$ cat src/min_falling_path_sum_unit_assert.svh
// Assertion macros for the minimum falling path sum unit.
// Included by the top level; depends on nothing else.
`ifndef MIN_FALLING_PATH_SUM_UNIT_ASSERT_SVH
`define MIN_FALLING_PATH_SUM_UNIT_ASSERT_SVH

`ifndef SYNTHESIS
// Clocked check that is skipped while reset is asserted.
`define MFPS_ASSERT(lbl, clk_s, rst_s, prop, msg) \
  lbl: assert property (@(posedge clk_s) disable iff (!rst_s) prop) else $error(msg);
// Clocked check that also holds during reset.
`define MFPS_ASSERT_ALWAYS(lbl, clk_s, prop, msg) \
  lbl: assert property (@(posedge clk_s) prop) else $error(msg);
`else
`define MFPS_ASSERT(lbl, clk_s, rst_s, prop, msg)
`define MFPS_ASSERT_ALWAYS(lbl, clk_s, prop, msg)
`endif

`endif

$ cat src/mfps_pkg.sv
// Shared types, constants and the saturating adder for the path sum unit.
// Depends on nothing; used by mfps_path_alu and the top level.
package mfps_pkg;

  // One path sum, signed 32 bits.
  typedef logic signed [31:0] sum_t;

  localparam sum_t SUM_MAX = 32'sh7FFF_FFFF;
  localparam sum_t SUM_MIN = 32'sh8000_0000;

  // Control that travels with a cell into the row minimum stage.
  typedef struct packed {
    logic valid;
    logic first_col;
    logic last;
  } s2_ctrl_t;

  // Clamp a 33-bit sum into the 32-bit signed range.
  function automatic sum_t sat_sum(input logic signed [32:0] s);
    sum_t res;
    if (s > 33'sh0_7FFF_FFFF) begin
      res = SUM_MAX;
    end else if (s < -33'sh0_8000_0000) begin
      res = SUM_MIN;
    end else begin
      res = s[31:0];
    end
    return res;
  endfunction

endpackage

$ cat src/mfps_path_alu.sv
// Path sum of one cell: least of the upper neighbors plus the cell value (the value alone on the first row).
// Depends on mfps_pkg for the sum type and the saturating adder.
module mfps_path_alu (
  input  logic                 first_row,
  input  logic                 use_right,
  input  logic signed [15:0]   cell_value,
  input  mfps_pkg::sum_t       left_mid_min,
  input  mfps_pkg::sum_t       right_val,
  output mfps_pkg::sum_t       path_sum
);

  mfps_pkg::sum_t          best;
  logic signed [32:0]      raw_sum;

  // The left/middle minimum is registered with the previous cell; only the right one is compared here.
  always_comb begin
    if (use_right && (right_val < left_mid_min)) begin
      best = right_val;
    end else begin
      best = left_mid_min;
    end
    raw_sum = {{17{cell_value[15]}}, cell_value} + {best[31], best};
    if (first_row) begin
      path_sum = {{16{cell_value[15]}}, cell_value};
    end else begin
      path_sum = mfps_pkg::sat_sum(raw_sum);
    end
  end

endmodule

$ cat config.mk
export PLATFORM = sky130hd
export DESIGN_NAME = mfps_path_alu
export DESIGN_NICKNAME = d
export VERILOG_FILES = /design/src/min_falling_path_sum_unit_assert.svh /design/src/mfps_pkg.sv /design/src/mfps_path_alu.sv
export SDC_FILE = /design/constraint.sdc
export NUM_CORES = 1
export LEC_CHECK = 0
export ABC_AREA = 1
export BUFFER_PORTS_ARGS = -buffer_cell sky130_fd_sc_hd__buf_4
export CAP_MARGIN = 5
export CORE_UTILIZATION = 40
export DETAILED_ROUTE_END_ITERATION = 8
export GPL_ROUTABILITY_DRIVEN = 0
export PLACE_DENSITY = 0.69
export SLEW_MARGIN = 5
export SYNTH_ARGS = -nofsm -noshare
export SYNTH_HDL_FRONTEND = slang
export SYNTH_SLANG_ARGS = --single-unit
export TNS_END_PERCENT = 100
$ cat constraint.sdc
create_clock -name vclk -period 10.2
set_input_delay 2.04 -clock vclk [all_inputs]
set_output_delay 2.04 -clock vclk [all_outputs]
set_load 0.01 [all_outputs]
-- Word-level counts from Yosys, hierarchy flattened
Index checks and enable logic that the tools add are counted.
- add/sub/neg operators: 1
- $lt $le $gt $ge: 3
- muxes and demuxes: 4
- reductions and logical operators: 1
- operators with widths (operator ; number):
    two-way mux 32 bit ; 4
    adder 16 x 32 -> 33 bit ; 1
    greater-than comparator 33 x 32 -> 1 bit (second input constant) ; 1
    < comparator 33 x 32 -> 1 bit (second input constant) ; 1
    < comparator 32 bit ; 1
    logical AND 1 bit ; 1
- flip-flop bits (word level): 0
- input bits: 82
- output and inout bits: 32
- logic and storage cells: 9

-- Longest topological paths before layout
Gate-level depths: netlist of the first run.
- word-level depth: 8
- mapped depth: 35
- mapped depth without buffers: 33

-- Worst setup path before layout of the first run
OpenSTA, ideal clock, no wires.
- kind: input to output
- start point: in left_mid_min[25]
- end point: out path_sum[11]
- arrival time: 5.240 ns
- required time: 8.160 ns
- path slack: 2.920 ns
- cell stages on the path: 33
- path buffers: 2
- cell sequence: inv_1 > ha_1 > nand2_1 > inv_1 > o21ai_1 > nand2_1 > nand2_1 > o211ai_1 > a21oi_1 > nand2_1 > nand2_1 > nand3_2 > buf_2 > nand2_1 > nand2_1 > ha_1 > fa_1 > nand3_1 > nand2_1 > nand2_1 > nand2_2 > nand2_1 > nand2_2 > nand2_2 > nand2_1 > nand2_1 > nand2_2 > nand2_4 > buf_12 > nand2_2 > nand2_1 > nand2_1 > nand2_1
- longest elaborated chain between the ends: 8
- elaborated cells between the ends (all ways): 9
- classes of those cells: 1 x add/sub; 3 x order compare; 4 x mux; 1 x reduce/logical
- RTL lines (item ; RTL line ; RTL):
    start, declared ; mfps_path_alu.sv:7 ; input mfps_pkg::sum_t left_mid_min,
    < comparator 32 bit ; mfps_path_alu.sv:17 ; if (use_right && (right_val < left_mid_min)) begin
    logical AND 1 bit ; mfps_path_alu.sv:17 ;
    two-way mux 32 bit * ; mfps_path_alu.sv:17 ;
    adder 16 x 32 -> 33 bit * ; mfps_path_alu.sv:22 ; raw_sum = {{17{cell_value[15]}}, cell_value} + {best[31], best};
    < comparator 33 x 32 -> 1 bit ; mfps_pkg.sv:23 ; end else if (s < -33'sh0_8000_0000) begin
    two-way mux 32 bit ; mfps_pkg.sv:23 ;
    two-way mux 32 bit * ; mfps_pkg.sv:21 ; if (s > 33'sh0_7FFF_FFFF) begin
    two-way mux 32 bit * ; mfps_path_alu.sv:23 ; if (first_row) begin
    end, declared ; mfps_path_alu.sv:9 ; output mfps_pkg::sum_t path_sum
Every way passes the cells marked *; elsewhere a longest branch is shown, timed or not.

-- Final worst setup path of the first run
- start point: in left_mid_min[25]
- end point: out path_sum[30]
The elaborated chain is that of the path after synthesis.

==> impl_metrics.json, run 1 <==
{
  "status": "complete, no violations",
  "design.seq.count": 0,
  "setup_tns_ns": 0,
  "power.internal_uw": 203,
  "grt_use_total": 0.227,
  "yosys.area.top_type_share": 0.328,
  "p_clk_frac": 0,
  "critical_path_class": "in2out",
  "min_from": "cell_value[2]",
  "drtIter0Drc": 234,
  "yosysWarningCount": 0,
  "start_util": 0.419,
  "cp.required_ns": 8.16,
  "netlist_instances": 848,
  "grt_pass1_wl_microns": 21500,
  "fin_crit_sh": 0.833,
  "nClkBuffers": 0,
  "holdCritPathClass": "in2out",
  "dpl-instance-area_sq_um": 5210,
  "multi_input_area_sq_um": 3670,
  "diodes": 0,
  "syn_nets": 994,
  "syn_to_final_growth_pct": 19.0,
  "nets": 1088,
  "utilization": 0.498,
  "min_to": "path_sum[2]",
  "netlist_area_sq_um": 4380,
  "regArea_sq_um": 0,
  "whs_ns": 4.37,
  "drv_slew": 0,
  "ctsResizeCount": 0,
  "port_buffers": 114,
  "first_pass_iters": 5,
  "post_cts_buffers": 0,
  "setup_viol": 0,
  "grt_max_degree": 34,
  "rows": 37,
  "finalCriticalPeriod_ns": 8.50,
  "syn_avg_cell_area_sq_um": 5.17,
  "coreArea_sq_um": 10500,
  "switching_share": 0.608,
  "die_h_microns": 107,
  "synth_common_cells": "nand2_1 (383), inv_1 (126), ha_1 (63)",
  "postCtsHoldBufs": 0,
  "io_pins": 114,
  "place_hpwl_microns": 10900,
  "rsz0062_at_grt": "false",
  "p_switching_uw": 314,
  "crit_path_end_kind": "output port",
  "synth_cell_types": 31,
  "synth.most_common_cell": "nand2_1",
  "wirelength_microns": 12600,
  "yosys.area.top_type": "nand2_1",
  "die-area_sq_um": 11400,
  "yosysSeqAreaShare": 0,
  "drv_cap": 0,
  "fillCellCount": 1198,
  "cp-start-kind": "primary input",
  "p_per_area_nw_per_um2": 99.2,
  "drc": 0,
  "wl_per_cell_microns": 11.7,
  "finalHoldViolCount": 0,
  "clock.fmax_mhz": 118,
  "ant_nets": 0,
  "grt_remaining_overflow": 0,
  "vdd_drop_max_uv": 51.5,
  "hold_depth": 4,
  "max_slew.worst_pin.slew_ns": 0.901,
  "arrival_ns": 6.46,
  "p_leak_nw": 3.41,
  "seq_power_share": 0,
  "via_per_inst": 4.76,
  "p_comb_frac": 1.000,
  "via_count": 5118,
  "relSlewSlack": 0.399,
  "grt_pass1_vias": 4623,
  "grt_antenna_before_repair": 0,
  "synth_area_leaders": "nand2_1 (33%), ha_1 (18%), inv_1 (11%), nand2_2 (6.1%), nand4_1 (5.0%)",
  "fp.dieW_microns": 107,
  "layout-drive-gt1-share": 0.195,
  "worst-path-max-fanout": 31,
  "final_area_sq_um": 5210
}
## routing by layer
layer,wire [microns],part of all wire,vias to the layer above,track usage
met2,5240,0.42,145,0.368
met5,0,0,-,0
met1,6410,0.51,2139,0.337
met4,165,0.013,0,0.0264
li1,-,-,2824,-
met3,774,0.061,10,0.0109
## layout make-up
cell class	instances	share of cell area
Tap cell	136	0.0327
Inverter	131	0.0944
Multi-Input combinational cell	692	0.704
Timing Repair Buffer	117	0.169
## worst max-delay path, stage by stage
cell      delay, ns
buf_4          0.08
inv_1          0.03
ha_1           0.32
nand2_1        0.08
inv_1          0.04
o21ai_1        0.10
nand2_1        0.08
nand2_1        0.06
o211ai_1       0.08
a21oi_1        0.21
nand2_1        0.08
nand2_1        0.24
nand3_2        0.18
buf_4          0.27
nand2_1        0.10
nand2_1        0.07
ha_1           0.43
nand2_1        0.16
nor2_2         0.20
nand2_2        0.08
nor2_1         0.19
nand2_4        0.08
nand3_2        0.09
nand4_2        0.59
nand2_1        0.29
nand2_1        0.07
nand2_1        0.09
buf_4          0.13
## power by group through the flow
stage                     clock, mW  sequential, mW  combinational, mW
after floorplan                   0               0              0.388
after global placement            0               0              0.515
after detailed placement          0               0              0.515
after CTS                         0               0              0.518
after global routing              0               0              0.591
final                             0               0              0.517
## how the worst max path moves through the flow
stage	start	endpoint	slack, ns	cells after the start
floorplan	left_mid_min[25]	path_sum[11]	2.92	33
global placement	left_mid_min[25]	path_sum[30]	1.77	29
detailed placement	left_mid_min[25]	path_sum[30]	1.74	28
CTS	left_mid_min[25]	path_sum[30]	1.73	29
global route	left_mid_min[21]	path_sum[29]	1.13	26
finish	left_mid_min[25]	path_sum[30]	1.70	28
## cell usage in the layout (no fill, tap or decap), types with 4 or more instances in the layout
master and n:
nand2_4 4, nand4_1 35, inv_2 5, buf_4 117, nand2_1 383, nand3_2 4, a21oi_1 41, xor2_1 16
o21bai_1 7, nor2_1 48, ha_1 63, nand2_2 43, o21ai_0 6, nand3_1 19, nor2_2 6, inv_1 126
## through the flow
stage / instances / power, mW / worst slack (ns)
floorplan: 848 / 0.388 / 2.92
global placement: 1076 / 0.515 / 1.77
detailed placement: 1076 / 0.515 / 1.74
CTS: 1076 / 0.518 / 1.73
global route: 1076 / 0.591 / 1.13
finish: 1076 / 0.517 / 1.70
## cell families after synthesis
logic type,count (synthesis),share of synthesized area
simple gates,550,0.543
xor+xnor,16,0.0320
fa+ha+maj,64,0.185
compound gates,62,0.0786
buf+inv,156,0.162
Power figures use the tool's default switching activity.
==> run 2, diff against run 1 <==
--- a/config.mk
+++ b/config.mk
@@ -5,13 +5,13 @@
 export SDC_FILE = /design/constraint.sdc
 export NUM_CORES = 1
 export LEC_CHECK = 0
-export ABC_AREA = 1
+export ABC_AREA = 0
 export BUFFER_PORTS_ARGS = -buffer_cell sky130_fd_sc_hd__buf_4
 export CAP_MARGIN = 5
 export CORE_UTILIZATION = 40
 export DETAILED_ROUTE_END_ITERATION = 8
 export GPL_ROUTABILITY_DRIVEN = 0
-export PLACE_DENSITY = 0.69
+export PLACE_DENSITY = 0.71
 export SLEW_MARGIN = 5
 export SYNTH_ARGS = -nofsm -noshare
 export SYNTH_HDL_FRONTEND = slang
==> constraint.sdc (replaced) <==
create_clock -name vclk -period 8.8
set_input_delay 1.76 -clock vclk [all_inputs]
set_output_delay 1.76 -clock vclk [all_outputs]
set_load 0.01 [all_outputs]
==> impl_metrics.json, run 2 <==
{
  "syn_nets": 622,
  "diodes": 0,
  "clock.fmax_mhz": 119,
  "fp.dieW_microns": 95.4,
  "ant_nets": 0,
  "status": "complete, no violations",
  "grt_pass1_wl_microns": 17000,
  "synth_cell_types": 63,
  "grt_remaining_overflow": 0,
  "finalHoldViolCount": 0,
  "cp.required_ns": 7.04,
  "drtIter0Drc": 231,
  "fin_crit_sh": 0.957,
  "holdCritPathClass": "in2out",
  "setup_viol": 0,
  "nClkBuffers": 0,
  "synth_common_cells": "ha_1 (63), nand2_1 (57), inv_1 (39)",
  "max_slew.worst_pin.slew_ns": 0.623,
  "grt_use_total": 0.233,
  "drv_slew": 0,
  "rows": 33,
  "postCtsHoldBufs": 0,
  "critical_path_class": "in2out",
  "via_count": 3950,
  "setup_tns_ns": 0,
  "yosys.area.top_type": "ha_1",
  "start_util": 0.418,
  "syn_to_final_growth_pct": 28.8,
  "vdd_drop_max_uv": 50.8,
  "port_buffers": 114,
  "relSlewSlack": 0.585,
  "io_pins": 114,
  "wirelength_microns": 11100,
  "regArea_sq_um": 0,
  "yosysWarningCount": 0,
  "worstSetupEndpoint": "path_sum[22]",
  "die_h_microns": 95.4,
  "p_per_area_nw_per_um2": 99.9,
  "grt_pass1_vias": 3524,
  "fin_cells": 686,
  "synth_area_leaders": "ha_1 (23%), mux2_2 (10%), nand2_1 (6.1%), a21oi_1 (5.5%), a21o_1 (5.0%)",
  "coreArea_sq_um": 8340,
  "yosys.area.top_type_share": 0.226,
  "layout-drive-gt1-share": 0.327,
  "design.seq.count": 0,
  "utilization": 0.538,
  "rsz0062_at_grt": "false",
  "wl_per_cell_microns": 16.1,
  "nets": 729,
  "grt_antenna_before_repair": 0,
  "p_leak_nw": 2.32,
  "arrival_ns": 6.66,
  "dpl-instance-area_sq_um": 4430,
  "worst-path-max-fanout": 8,
  "synth.most_common_cell": "ha_1",
  "netlist_area_sq_um": 3490,
  "crit_start": "left_mid_min[25]",
  "finalPower_uw": 448,
  "final_area_sq_um": 4490,
  "die-area_sq_um": 9090,
  "yosysSeqAreaShare": 0,
  "cp-start-kind": "primary input",
  "grt_max_degree": 28,
  "drv_cap": 0,
  "netlist_instances": 476,
  "final_cell_mix": "buf_4 (119), ha_1 (63), nand2_1 (55)",
  "first_pass_iters": 5,
  "place_hpwl_microns": 9180,
  "syn_avg_cell_area_sq_um": 7.32,
  "dp.cells": 685,
  "crit_path_end_kind": "output port",
  "drc": 0,
  "via_per_inst": 5.76,
  "finalCriticalPeriod_ns": 8.42,
  "final_common_cell": "buf_4"
}
[run 2: repair_timing]
action,CTS,global route
resized for setup,0,9
buffers inserted,0,0
endpoints found under the setup margin,0,31
hold endpoints to repair,0,0
[run 2: worst min path at each step]
stage,end,from,slack [ns],cells past startpoint
2_1_floorplan,path_sum[12],cell_value[12],3.65,1
3_3_place_gp,path_sum[2],cell_value[2],3.83,4
3_5_place_dp,path_sum[2],cell_value[2],3.83,4
4_1_cts,path_sum[2],cell_value[2],3.83,4
5_1_grt,path_sum[2],cell_value[2],3.86,4
6_report,path_sum[2],cell_value[2],3.83,4
[run 2: cell families (layout without fill, tap and decap cells)]
kind of cell    Yosys count  after routing  synth area share
mux                      34             35             0.111
buf+inv                  57            161            0.0732
compound gates          161            161             0.333
fa+ha+maj                64             64             0.232
xor+xnor                 25             25            0.0628
simple gates            135            135             0.188
[run 2: routing by layer]
layer | global-route usage | up-vias | share of wire
met5 | 0 | - | 0
met3 | 0.00239 | 20 | 0.051
li1 | - | 1969 | -
met4 | 0.0253 | 0 | 0.017
met1 | 0.319 | 1825 | 0.45
met2 | 0.417 | 136 | 0.48
[run 2: worst max-delay path, cell delays in order]
cell	delay (ns)
buf_4	0.08
inv_1	0.03
ha_1	0.30
a21o_1	0.18
a21o_1	0.16
a21o_1	0.17
a21oi_1	0.13
nor2_1	0.05
a2111oi_1	0.34
nand4b_1	0.20
nand2_4	0.16
mux2_2	0.35
ha_1	0.22
fa_1	0.43
a211oi_1	0.34
o21ai_1	0.17
nand4_2	0.17
nand2_1	0.14
a221oi_1	0.58
a31oi_1	0.19
xor2_1	0.16
nand2_1	0.08
a21oi_2	0.13
buf_4	0.12
[run 2: power by group]
part / internal [mW] / leakage [nW] / switching, mW
Clock: 0 / 0 / 0
Sequential: 0 / 0 / 0
Combinational: 0.205 / 2.32 / 0.243
Total: 0.205 / 2.32 / 0.243
[run 2: area by class of cell]
class | count | area, sq um
Fill cell | 804 | 3850
Inverter | 40 | 150
Timing Repair Buffer | 121 | 925
Multi-Input combinational cell | 420 | 3280
Tap cell | 105 | 131
[run 2: through the flow]
step           setup WS [ns]  hold slack, ns
6_report               0.379            3.83
5_1_grt             0.000242            3.86
4_1_cts                0.214            3.83
3_5_place_dp           0.207            3.83
3_3_place_gp           0.255            3.83
2_1_floorplan          0.865            3.65
==> run 3, diff against run 2 <==
--- a/config.mk
+++ b/config.mk
@@ -12,6 +12,7 @@
 export DETAILED_ROUTE_END_ITERATION = 8
 export GPL_ROUTABILITY_DRIVEN = 0
 export PLACE_DENSITY = 0.71
+export RECOVER_POWER = 25
 export SLEW_MARGIN = 5
 export SYNTH_ARGS = -nofsm -noshare
 export SYNTH_HDL_FRONTEND = slang
==> impl_metrics.json, run 3 (synthesized netlist as in run 2, its figures left out) <==
{
  "status": "complete, no violations",
  "clock.fmax_mhz": 118,
  "design.seq.count": 0,
  "final_common_cell": "buf_4",
  "die-area_sq_um": 9090,
  "setup_viol": 0,
  "finalHoldViolCount": 0,
  "worst-path-max-fanout": 13,
  "fillCellCount": 806,
  "drv_cap": 0,
  "setup_tns_ns": 0,
  "drtIter0Drc": 231,
  "cp.required_ns": 7.04,
  "worstSetupEndpoint": "path_sum[10]",
  "ant_nets": 0,
  "finalCriticalPeriod_ns": 8.45,
  "critical_path_class": "in2out",
  "utilization": 0.538,
  "grt_use_total": 0.233,
  "coreArea_sq_um": 8340,
  "start_util": 0.418,
  "grt_pass1_wl_microns": 17000,
  "met1Wirelength_microns": 5030,
  "finalPower_uw": 448,
  "final_cell_mix": "buf_4 (118), ha_1 (63), nand2_1 (55)",
  "wirelength_microns": 11100,
  "vdd_drop_max_uv": 50.9,
  "wl_per_cell_microns": 16.2,
  "dpl-instance-area_sq_um": 4430,
  "wl_met2_microns": 5360,
  "via_count": 3959,
  "arrival_ns": 6.69,
  "cp-start-kind": "primary input",
  "grt_max_degree": 28,
  "max_slew.worst_pin.slew_ns": 0.595,
  "nClkBuffers": 0,
  "final_area_sq_um": 4480,
  "die_h_microns": 95.4,
  "layout-drive-gt1-share": 0.327,
  "syn_to_final_growth_pct": 28.6,
  "first_pass_iters": 5,
  "crit_start": "left_mid_min[25]",
  "io_pins": 114,
  "drv_slew": 0,
  "routed.top_layer": "met4",
  "fin_crit_sh": 0.960,
  "drc": 0,
  "regArea_sq_um": 0,
  "via_per_inst": 5.77,
  "route.met3.wl_microns": 540,
  "port_buffers": 114,
  "grt_antenna_before_repair": 0,
  "p_leak_nw": 2.32,
  "relSlewSlack": 0.603,
  "holdCritPathClass": "in2out",
  "grt_pass1_vias": 3524,
  "grt_remaining_overflow": 0,
  "rows": 33,
  "crit_path_end_kind": "output port",
  "place_hpwl_microns": 9180,
  "p_per_area_nw_per_um2": 99.8,
  "nets": 729,
  "fp.dieW_microns": 95.4,
  "diodes": 0
}
-- run 3: cell count changes in the layout (fill, tap and decap cells not counted), sizes merged --
| cell | delta |
|---|---|
| buf | -1 |
| clkbuf | +1 |
-- run 3: timing repair --
action                     4_1_cts  5_1_grt
setup endpoints to repair        0       31
gates resized for setup          0        9
hold buffers                     0        0
setup buffers                    0        0
-- run 3: layout make-up --
| type | instances | area (sq um) | share of cell area |
|---|---|---|---|
| Inverter | 40 | 150 | 0.0335 |
| Multi-Input combinational cell | 420 | 3280 | 0.731 |
| Tap cell | 105 | 131 | 0.0293 |
| Timing Repair Buffer | 121 | 925 | 0.206 |
-- run 3: where the power goes --
part           switching, mW  internal (mW)  leakage [nW]
Sequential                 0              0             0
Clock                      0              0             0
Combinational          0.243          0.205          2.32
-- run 3: layer usage --
| metal | GRT usage | up-vias |
|---|---|---|
| met4 | 0.0253 | 0 |
| met1 | 0.319 | 1834 |
| met2 | 0.417 | 136 |
| met3 | 0.00239 | 16 |
| met5 | 0 | - |
| li1 | - | 1973 |
-- run 3: critical path, cell delays in order --
cell	delay [ns]
buf_4	0.08
inv_1	0.03
ha_1	0.30
a21o_1	0.18
a21o_1	0.16
a21o_1	0.17
a21oi_1	0.13
nor2_1	0.05
a2111oi_1	0.34
nand4b_1	0.20
nand2_4	0.16
buf_4	0.14
mux2_2	0.37
ha_1	0.38
a21oi_1	0.25
o21ai_0	0.16
nor2b_1	0.19
nand2b_1	0.22
o21a_1	0.23
o21ai_2	0.25
mux2_2	0.51
a22oi_1	0.20
nand2_1	0.08
clkbuf_4	0.15
-- run 3: worst min-delay path by stage --
stage	startpoint	end	slack (ns)	cells after the start
after global placement	cell_value[2]	path_sum[2]	3.83	4
final	cell_value[2]	path_sum[2]	3.83	4
after floorplan	cell_value[12]	path_sum[12]	3.65	1
after global routing	cell_value[2]	path_sum[2]	3.86	4
after CTS	cell_value[2]	path_sum[2]	3.83	4
after detailed placement	cell_value[2]	path_sum[2]	3.83	4
-- run 3: metrics by stage --
step	instances	worst slack [ns]	hold slack [ns]
floorplan	476	0.865	3.65
detailed placement	685	0.207	3.83
CTS	685	0.214	3.83
global route	686	-0.0196	3.86
finish	686	0.352	3.83
global placement	685	0.255	3.83
